File: config.mk
export PLATFORM = sky130hd
export DESIGN_NAME = three_wire_serial_master
export DESIGN_NICKNAME = d
export VERILOG_FILES = /design/src/rtl/tws_pkg.sv /design/src/rtl/tws_engine.sv /design/src/rtl/three_wire_serial_master.sv
export SDC_FILE = /design/constraint.sdc
export NUM_CORES = 1
export LEC_CHECK = 0
export BUFFER_PORTS_ARGS = -buffer_cell sky130_fd_sc_hd__buf_2
export CORE_MARGIN = 2
export CORE_UTILIZATION = 35
export CTS_CLUSTER_SIZE = 40
export DETAILED_ROUTE_END_ITERATION = 10
export PLACE_DENSITY = 0.5
export SYNTH_ARGS = -nofsm -noshare
export SYNTH_HDL_FRONTEND = slang
export SYNTH_SLANG_ARGS = --single-unit
File: constraint.sdc
create_clock -name clock -period 6.28 [get_ports clock]
set_input_delay 0.628 -clock clock [delete_from_list [all_inputs] [get_ports clock]]
set_output_delay 0.628 -clock clock [all_outputs]
set_load 0.1 [all_outputs]
File: src/rtl/tws_pkg.sv
// Package for the three-wire serial master: beat types, command codes,
// action codes and the command byte builder. No dependencies.
package tws_pkg;

   localparam int BURST_BYTES_DEFAULT = 8;

   localparam logic [1:0] ACT_SINGLE_WRITE = 2'd0;
   localparam logic [1:0] ACT_SINGLE_READ  = 2'd1;
   localparam logic [1:0] ACT_BURST_WRITE  = 2'd2;
   localparam logic [1:0] ACT_BURST_READ   = 2'd3;

   // action bit 0 selects read, bit 1 selects burst
   localparam int ACT_READ_BIT  = 0;
   localparam int ACT_BURST_BIT = 1;

   localparam logic [7:0] CMD_SINGLE_BASE = 8'h80;
   localparam logic [7:0] CMD_BURST_WRITE = 8'hBE;
   localparam logic [7:0] CMD_BURST_READ  = 8'hBF;

   typedef struct packed {
      logic       start_req;
      logic [1:0] action;
      logic [4:0] reg_addr;
      logic [7:0] write_byte;
      logic       io_in;
   } tws_req_type;

   typedef struct packed {
      logic       chip_enable;
      logic       serial_clock;
      logic       io_out;
      logic       io_drive;
      logic       busy_res;
      logic       byte_taken;
      logic [7:0] read_byte;
      logic       read_valid;
      logic       last_byte;
   } tws_rsp_type;

   // Build the command byte that opens a transaction.
   function automatic logic [7:0] make_command(input logic [1:0] action,
                                               input logic [4:0] reg_addr);
      logic [7:0] cmd;
      if (action[ACT_BURST_BIT]) begin
         cmd = action[ACT_READ_BIT] ? CMD_BURST_READ : CMD_BURST_WRITE;
      end else begin
         cmd = CMD_SINGLE_BASE | {2'b00, reg_addr, action[ACT_READ_BIT]};
      end
      return cmd;
   endfunction

endpackage

File: src/rtl/tws_engine.sv
// Transaction engine of the three-wire serial master: bit/byte state and
// the per-tick pin and status computation. Depends on tws_pkg.
module tws_engine #(
   parameter int BURST_BYTES = tws_pkg::BURST_BYTES_DEFAULT
) (
   input  logic              clock,
   input  logic              reset,
   input  logic              step,
   input  tws_pkg::tws_req_type req,
   output tws_pkg::tws_rsp_type rsp
);
   import tws_pkg::*;

   localparam int CNT_W = $clog2(BURST_BYTES + 1);
   localparam logic [CNT_W:0] BURST_TOTAL = (CNT_W + 1)'(BURST_BYTES);
   localparam logic [CNT_W:0] SINGLE_TOTAL = (CNT_W + 1)'(1);

   logic             active_ff, active_in;
   logic [1:0]       mode_ff, mode_in;
   logic             data_stage_ff, data_stage_in;
   logic             phase_ff, phase_in;
   logic [2:0]       bit_cnt_ff, bit_cnt_in;
   logic [CNT_W-1:0] byte_cnt_ff, byte_cnt_in;
   logic [7:0]       shift_ff, shift_in;
   logic [7:0]       accum_ff, accum_in;

   logic             start;
   logic             cur_active, cur_data_stage, cur_phase, reading, done;
   logic [1:0]       cur_mode;
   logic [2:0]       cur_bit;
   logic [CNT_W-1:0] cur_bytes;
   logic [7:0]       cur_shift, cur_accum;
   logic [CNT_W:0]   total, bytes_plus1, bytes_plus2;

   always_comb begin
      start          = !active_ff && req.start_req;
      cur_active     = active_ff || start;
      cur_mode       = start ? req.action : mode_ff;
      cur_data_stage = start ? 1'b0 : data_stage_ff;
      cur_phase      = start ? 1'b0 : phase_ff;
      cur_bit        = start ? 3'd0 : bit_cnt_ff;
      cur_bytes      = start ? '0 : byte_cnt_ff;
      cur_accum      = start ? 8'd0 : accum_ff;
      cur_shift      = start ? make_command(req.action, req.reg_addr) : shift_ff;

      reading     = cur_data_stage && cur_mode[ACT_READ_BIT];
      total       = cur_mode[ACT_BURST_BIT] ? BURST_TOTAL : SINGLE_TOTAL;
      bytes_plus1 = {1'b0, cur_bytes} + (CNT_W + 1)'(1);
      bytes_plus2 = {1'b0, cur_bytes} + (CNT_W + 1)'(2);
      done        = bytes_plus1 >= total;

      active_in     = cur_active;
      mode_in       = cur_mode;
      data_stage_in = cur_data_stage;
      phase_in      = cur_phase;
      bit_cnt_in    = cur_bit;
      byte_cnt_in   = cur_bytes;
      shift_in      = cur_shift;
      accum_in      = cur_accum;

      rsp              = '0;
      rsp.io_out       = 1'b1;

      if (cur_active) begin
         rsp.chip_enable  = 1'b1;
         rsp.busy_res     = 1'b1;
         rsp.serial_clock = cur_phase;
         if (reading) begin
            if (!cur_phase && req.io_in) begin
               accum_in = cur_accum | (8'd1 << cur_bit);
            end
         end else begin
            rsp.io_drive = 1'b1;
            rsp.io_out   = cur_shift[cur_bit];
         end

         if (!cur_phase) begin
            phase_in = 1'b1;
         end else begin
            phase_in = 1'b0;
            if (cur_bit != 3'd7) begin
               bit_cnt_in = cur_bit + 3'd1;
            end else begin
               bit_cnt_in = 3'd0;
               if (!cur_data_stage) begin
                  // command byte done: enter data stage, fetch first byte on writes
                  data_stage_in = 1'b1;
                  byte_cnt_in   = '0;
                  accum_in      = 8'd0;
                  if (!cur_mode[ACT_READ_BIT]) begin
                     shift_in       = req.write_byte;
                     rsp.byte_taken = 1'b1;
                     rsp.last_byte  = (total == SINGLE_TOTAL);
                  end
               end else begin
                  if (reading) begin
                     rsp.read_byte  = cur_accum;
                     rsp.read_valid = 1'b1;
                     rsp.last_byte  = done;
                     accum_in       = 8'd0;
                  end
                  byte_cnt_in = bytes_plus1[CNT_W-1:0];
                  if (done) begin
                     active_in     = 1'b0;
                     data_stage_in = 1'b0;
                     byte_cnt_in   = '0;
                  end else if (!reading) begin
                     shift_in       = req.write_byte;
                     rsp.byte_taken = 1'b1;
                     rsp.last_byte  = bytes_plus2 >= total;
                  end
               end
            end
         end
      end
   end

   always_ff @(posedge clock) begin
      if (reset) begin
         active_ff     <= 1'b0;
         mode_ff       <= 2'd0;
         data_stage_ff <= 1'b0;
         phase_ff      <= 1'b0;
         bit_cnt_ff    <= 3'd0;
         byte_cnt_ff   <= '0;
         shift_ff      <= 8'd0;
         accum_ff      <= 8'd0;
      end else if (step) begin
         active_ff     <= active_in;
         mode_ff       <= mode_in;
         data_stage_ff <= data_stage_in;
         phase_ff      <= phase_in;
         bit_cnt_ff    <= bit_cnt_in;
         byte_cnt_ff   <= byte_cnt_in;
         shift_ff      <= shift_in;
         accum_ff      <= accum_in;
      end
   end

endmodule

File: src/rtl/three_wire_serial_master.sv
// Top level of the three-wire serial master: input beat register, engine
// and result register. Depends on tws_pkg and tws_engine.
//
// Each request beat is one tick, half a serial clock period; each tick
// returns exactly one response beat carrying the pin levels and status for
// that tick. A start request raises chip enable and shifts out the command
// byte (single access: address in bits 1..5 with bit 7 set and bit 0 set for
// reads; burst: 0xBE write, 0xBF read), then one data byte for a single
// access or BURST_BYTES bytes for a burst, all LSB first. The data bit is
// driven, or the line sampled on reads, in the low tick; the high tick
// follows. byte_taken marks the tick where write_byte is latched, read_valid
// the tick where a received byte is complete, last_byte the final data byte.
// Throughput is one tick per clock cycle while neither side stalls: the
// engine's state registers close the tick-to-tick loop. A request beat
// passes the input register, then the result register. Either side may
// stall; stalls only hold beats, they never drop or repeat a tick.
module three_wire_serial_master #(
   parameter int BURST_BYTES = tws_pkg::BURST_BYTES_DEFAULT
) (
   input  logic                 clock,
   input  logic                 reset,
   input  logic                 req_valid,
   output logic                 req_stall,
   input  tws_pkg::tws_req_type req_data,
   output logic                 rsp_valid,
   input  logic                 rsp_stall,
   output tws_pkg::tws_rsp_type rsp_data
);
   import tws_pkg::*;

   logic        in_valid_ff, in_valid_in;
   tws_req_type in_data_ff;
   logic        out_valid_ff, out_valid_in;
   tws_rsp_type out_data_ff;
   tws_rsp_type tick_rsp;
   logic        advance, req_accept;

   // advance the held tick whenever the result register is free or draining
   assign advance    = in_valid_ff && (!out_valid_ff || !rsp_stall);
   assign req_stall  = in_valid_ff && !advance;
   assign req_accept = req_valid && !req_stall;

   assign in_valid_in  = req_accept || (in_valid_ff && !advance);
   assign out_valid_in = advance || (out_valid_ff && rsp_stall);

   tws_engine #(
      .BURST_BYTES(BURST_BYTES)
   ) u_engine (
      .clock(clock),
      .reset(reset),
      .step (advance),
      .req  (in_data_ff),
      .rsp  (tick_rsp)
   );

   always_ff @(posedge clock) begin
      if (reset) begin
         in_valid_ff  <= 1'b0;
         out_valid_ff <= 1'b0;
      end else begin
         in_valid_ff  <= in_valid_in;
         out_valid_ff <= out_valid_in;
      end
   end

   // payload registers: load on their beat, hold otherwise
   always_ff @(posedge clock) begin
      if (req_accept) begin
         in_data_ff <= req_data;
      end
      if (advance) begin
         out_data_ff <= tick_rsp;
      end
   end

   assign rsp_valid = out_valid_ff;
   assign rsp_data  = out_data_ff;

endmodule

==> reports/results.ini, run 1 <==
[yosys]
synth_cell_types=51
yosysTopAreaCellShare_pct=31.92
synth_area_per_cell_um2=9.903
yosys-top-cells-area=edfxtp_1 (32%), dfxtp_1 (20%), nor2_1 (5.5%), ha_1 (5.4%), nand2_1 (3.9%)
ys.flop_type=edfxtp_1
ys_warn_count=0
syn_nets=338
async_reset_ff_share_pct=0
synth_edf_count=32
seq_area_frac_synth_pct=51.87
syn-cell-area_mm2=0.003010
yosysTopAreaCell=edfxtp_1
synth_seq_cells=62
synth_cells=304

[pwr]
sw_frac_of_total_pct=28.82
p_switching_mw=0.2581
p_int_mw=0.6374
cellLeakagePower_nw=1.287
ir_drop_uv=134.5
power_frac_seq_pct=50.6
power_frac_clock_pct=37.5
combPwrFrac_pct=11.9
power.density_mw_per_mm2=257.3

[placed_design]
gp_congestion=0.8846
dp_hpwl_mm=4.544
io_buffer_count=38
dp.cells=436

[final_layout]
final_nets=376
layout-drive-gt1-share_pct=19.60
antenna_cells=0
final_cell_mix=nor2_1 (44), buf_2 (38), edfxtp_1 (32)
layout_commonest_cell=nor2_1
syn_to_final_growth_pct=15.63
nFillCells=829
fin_cells=452

[setup_path]
slowest_delay_ns=0.50
endpoint_kind=flip-flop
crit_chain=nand2b_1 > buf_4 > and2_1 > ha_1 > nand2_1 > xor2_1 > nor2_1 > ha_1 > nor4b_2 > a21oi_4 > nor2_8 > or4b_1 > a31oi_1
crit_path_start_kind=flip-flop
critical_path_arrival_ns=3.74
crit_fanout=23
required_ns=6.47
crit_family=simple AND/OR/NAND/NOR gates
path_class=flip-flop to flip-flop
slowest_stage=dfxtp_1
crit_top_cell=ha_1
path_buf_inv=1

[global_routing]
grt_overflow_total=0
grt_pass1_vias=2237
antenna_found_initial=0
grt_max_degree=41
grt_pass1_wl_mm=11.19
grt_usage_pct=15.02

[sta]
finalMaxSlewViolations=0
fin_setup_tns_ns=0
worst_pin_slew_ns=0.5553
slew_headroom_pct=62.64
rsz0062_at_grt=false
clock_skew_ns=0.008156
hold_viol_final=0
max_freq_mhz=281.2
period_minus_slack_ns=3.557
fin_crit_sh_pct=56.64
setup_viol=0

[clocking]
clock_sinks=62
cts_root_buf=clkbuf_8
cts_tree=done
post_cts_buffers=0
cts.htree.levels=3
clock_latency_ns=0.35
cts_buffers=9
cts_resized=0
clk_pin_slew_ns=0.08
cts_buffer_depth=2
cts_hold_buf=0

[detailed_routing]
firstDrtPassIters=4
wl_mm=6.541
vias_per_cell=5.102
drc=0
drt_iter0_drc=135
vias=2306
wl_per_cell_um=14.47
drtAntennaViolNets=0

[floorplan]
start_util_pct=36.45
num_rows=33
ios=39
core_mm2=0.008258
die_h_um=96.74
die-area_mm2=0.009359
die_width_um=96.74

[outcome]
outcome=complete, no violations

[job]
drv_cap=0

[hold_path]
holdCritPathClass=primary input to flip-flop

## registers in the layout (all words and copies together), names as in the netlist
| signal | count |
|---|---|
| u_engine.accum_ff | 8 |
| u_engine.shift_ff | 8 |
| u_engine.mode_ff | 2 |
| in_valid_ff | 1 |
| u_engine.data_stage_ff | 1 |
| u_engine.byte_cnt_ff | 4 |
| rsp_valid | 1 |
| in_data_ff | 17 |
| u_engine.bit_cnt_ff | 3 |
| u_engine.phase_ff | 1 |
| rsp_data | 15 |
| u_engine.active_ff | 1 |
## path summary, 6_finish.rpt
kind / from / endpoint / slack, ns / depth (start not counted)
min reg2reg: u_engine.byte_cnt_ff[1]$_SDFFE_PP0P_ / u_engine.byte_cnt_ff[1]$_SDFFE_PP0P_ / 0.47 / 2
max reg2reg: u_engine.active_ff$_SDFFE_PP0P_ / rsp_data[0]$_SDFFCE_PP0P_ / 2.72 / 13
max: u_engine.active_ff$_SDFFE_PP0P_ / rsp_data[0]$_SDFFCE_PP0P_ / 2.72 / 13
min: req_data[2] / in_data_ff[2]$_DFFE_PP_ / 0.45 / 1
## layer usage
layer	routed length [um]	track usage, %	vias to the layer above
li1	-	-	1175
met1	3082	20.03	1060
met2	3007	23.34	63
met3	378	4.841	8
met4	74	4.550	0
met5	0	0	-
## stage by stage
| stage | util [%] | area, um2 | setup WS [ns] | total power [mW] | hold WS, ns |
|---|---|---|---|---|---|
| 2_1_floorplan | - | 3010 | 3.187 | 0.5455 | 0.4285 |
| 3_3_place_gp | 39.83 | 3289 | 2.898 | 0.5697 | 0.4470 |
| 3_5_place_dp | 39.83 | 3289 | 2.745 | 0.5697 | 0.4551 |
| 4_1_cts | 42.15 | 3481 | 2.726 | 0.9066 | 0.4322 |
| 5_1_grt | 42.15 | 3481 | 2.437 | 0.9378 | 0.4268 |
| 6_report | 42.15 | 3481 | 2.723 | 0.8955 | 0.4494 |
## cells by family after synthesis
kind of cell    after synthesis  share of synthesized area [%]
flops                        62                          51.87
fa+ha+maj                    13                          5.403
mux                           4                          1.787
xor+xnor                      1                         0.2910
compound gates               74                          16.42
buf+inv                      24                          3.408
simple gates                126                          20.82
## cell type report
type,count,area [um2],share of cell area (%)
clock inverter,6,42.54,1.222
sequential,62,1562,44.86
inverter,10,37.54,1.078
multi-input combinational,218,1346,38.68
timing repair buffer,41,212.7,6.111
clock buffer,10,148.9,4.278
tap,105,131.4,3.774
## cell usage after synthesis (2+ instances only)
cell type   n
clkbuf_1   10
a211oi_1    4
o21ai_0    12
nand4_1     3
dfxtp_1    30
o21ai_1     7
mux2i_1     2
nand3_1     7
and2_1     15
ha_1       13
a21o_1      2
and3_1      3
nor4_1      5
edfxtp_1   32
inv_1       9
o211ai_1    5
nor2b_1     2
nand2b_1    5
a311oi_1    6
nand2_1    31
a21oi_1    22
nor2_1     44
a31oi_1     2
buf_4       3
nor3_1      3
a22o_1      2
## power groups by stage
stage	Combinational (mW)	Sequential, mW	Clock (mW)
2_1_floorplan	0.0495	0.496	0
3_3_place_gp	0.107	0.463	0
3_5_place_dp	0.107	0.462	0
4_1_cts	0.107	0.453	0.346
5_1_grt	0.115	0.456	0.367
6_report	0.107	0.453	0.336
Power figures use the tool's default switching activity.
==> inputs of run 2 (changes only) <==
==> constraint.sdc (replaced) <==
create_clock -name clock -period 3.7 [get_ports clock]
set_input_delay 0.37 -clock clock [delete_from_list [all_inputs] [get_ports clock]]
set_output_delay 0.37 -clock clock [all_outputs]
set_load 0.1 [all_outputs]
==> run 2 against run 1 <==
Sequential cell count unchanged. Highest routed layer unchanged. Worst setup slack lost 2.2 ns. Register-to-register slack got worse by 2.2 ns. Global-route usage grew 0.079 points. Sequential power up 70%. Combinational power rose by 69%. Clock power grew 100%. Die area unchanged. First-iteration DRC count grew 3.7%.
==> reports/results.ini, run 2 (synthesis results as in run 1) <==
[sta]
max_freq_mhz=310.8
setup_viol=0
rsz0062_at_grt=false
hold_viol_final=0
fin_setup_tns_ns=0
slew_headroom_pct=63.86
whs_ns=0.1880
fin_crit_sh_pct=86.95
finalMaxSlewViolations=0
period_minus_slack_ns=3.217
worst_pin_slew_ns=0.5401
clock_skew_ns=0.007150

[setup_path]
path_class=flip-flop to flip-flop
endpoint_kind=flip-flop
crit_top_cell=ha_1
path_buf_inv=0
rrSetupSlack_ns=0.48
crit_fanout=11
critical_path_arrival_ns=3.46
crit_chain=nand2b_1 > and2_1 > ha_1 > nand2_1 > xor2_1 > nor2_1 > ha_1 > nor4b_2 > a21oi_4 > o21ai_2 > nand3_1 > a311oi_1
reg2reg_from=u_engine.active_ff$_SDFFE_PP0P_
slowest_delay_ns=0.51
crit_family=simple AND/OR/NAND/NOR gates
crit_start=u_engine.active_ff$_SDFFE_PP0P_
slowest_stage=dfxtp_1
required_ns=3.95
crit_path_start_kind=flip-flop

[final_layout]
largest_register=in_data_ff
largest_reg_flops=17
final_nets=376
nFillCells=841
fin_cells=452
layout-drive-gt1-share_pct=19.60
antenna_cells=0
layout_commonest_cell=nor2_1
final_cell_mix=nor2_1 (44), buf_2 (38), edfxtp_1 (32)
syn_to_final_growth_pct=16.63

[floorplan]
num_rows=33
die_width_um=96.74
die-area_mm2=0.009359
core_mm2=0.008258
start_util_pct=36.45
ios=39
die_h_um=96.74

[clocking]
cts_hold_buf=0
cts_tree=done
cts.htree.levels=3
post_cts_buffers=0
clock_sinks=62
cts_buffers=9
cts_buffer_depth=2
clock_latency_ns=0.35
clk_pin_slew_ns=0.08
cts_resized=0
cts_root_buf=clkbuf_8

[detailed_routing]
wl_per_cell_um=15.11
drt_iter0_drc=140
wl_mm=6.829
drc=0
drtAntennaViolNets=0
vias_per_cell=5.049
firstDrtPassIters=4
vias=2282

[global_routing]
grt_pass1_wl_mm=11.18
grt_overflow_total=0
grt_max_degree=29
antenna_found_initial=0
grt_pass1_vias=2153
grt_usage_pct=15.10

[pwr]
ir_drop_uv=235.2
cellLeakagePower_nw=1.299
power_mw=1.629
power.density_mw_per_mm2=464.1

[placed_design]
dp.cells=436
gp_congestion=0.7962
io_buffer_count=38
dp_hpwl_mm=4.616

[hold_path]
worstHoldStart=req_data[0]
holdCritPathClass=primary input to flip-flop

[job]
drv_cap=0

[outcome]
outcome=complete, no violations

## run 2: cell type report
class                           count  area [um2]  area share (%)
Clock buffer                        9       123.9           3.528
Timing Repair Buffer               41       212.7           6.058
Multi-Input combinational cell    218        1346           38.35
Inverter                           10       37.54           1.069
Tap cell                          105       131.4           3.742
Sequential cell                    62        1562           44.48
Clock inverter                      7       97.59           2.780
## run 2: power by group
| part | total (mW) | internal, mW | switching [mW] |
|---|---|---|---|
| Clock | 0.678 | 0.381 | 0.297 |
| Combinational | 0.181 | 0.0450 | 0.136 |
| Sequential | 0.770 | 0.752 | 0.0179 |
## run 2: final timing paths
kind	to	cells after the start
worst max-delay path	u_engine.shift_ff[5]$_SDFFE_PP0P_	12
worst min-delay path	in_data_ff[0]$_DFFE_PP_	1
worst max register to register	u_engine.shift_ff[5]$_SDFFE_PP0P_	12
worst min register to register	u_engine.accum_ff[2]$_SDFFE_PP0P_	2
## run 2: layer usage
metal	vias to the layer above	wire, um	global-route usage [%]
li1	1181	-	-
met4	0	129	5.742
met5	-	0	0
met3	8	249	3.902
met1	1038	3351	21.05
met2	55	3099	22.54
## run 2: metrics by stage
step                      setup slack [ns]  instance area [um2]  utilization [%]
after floorplan                     0.6073                 3010                -
after global placement              0.6581                 3289            39.83
after detailed placement            0.5561                 3289            39.83
after CTS                           0.4929                 3511            42.52
after global routing                0.2126                 3511            42.52
final                               0.4827                 3511            42.52
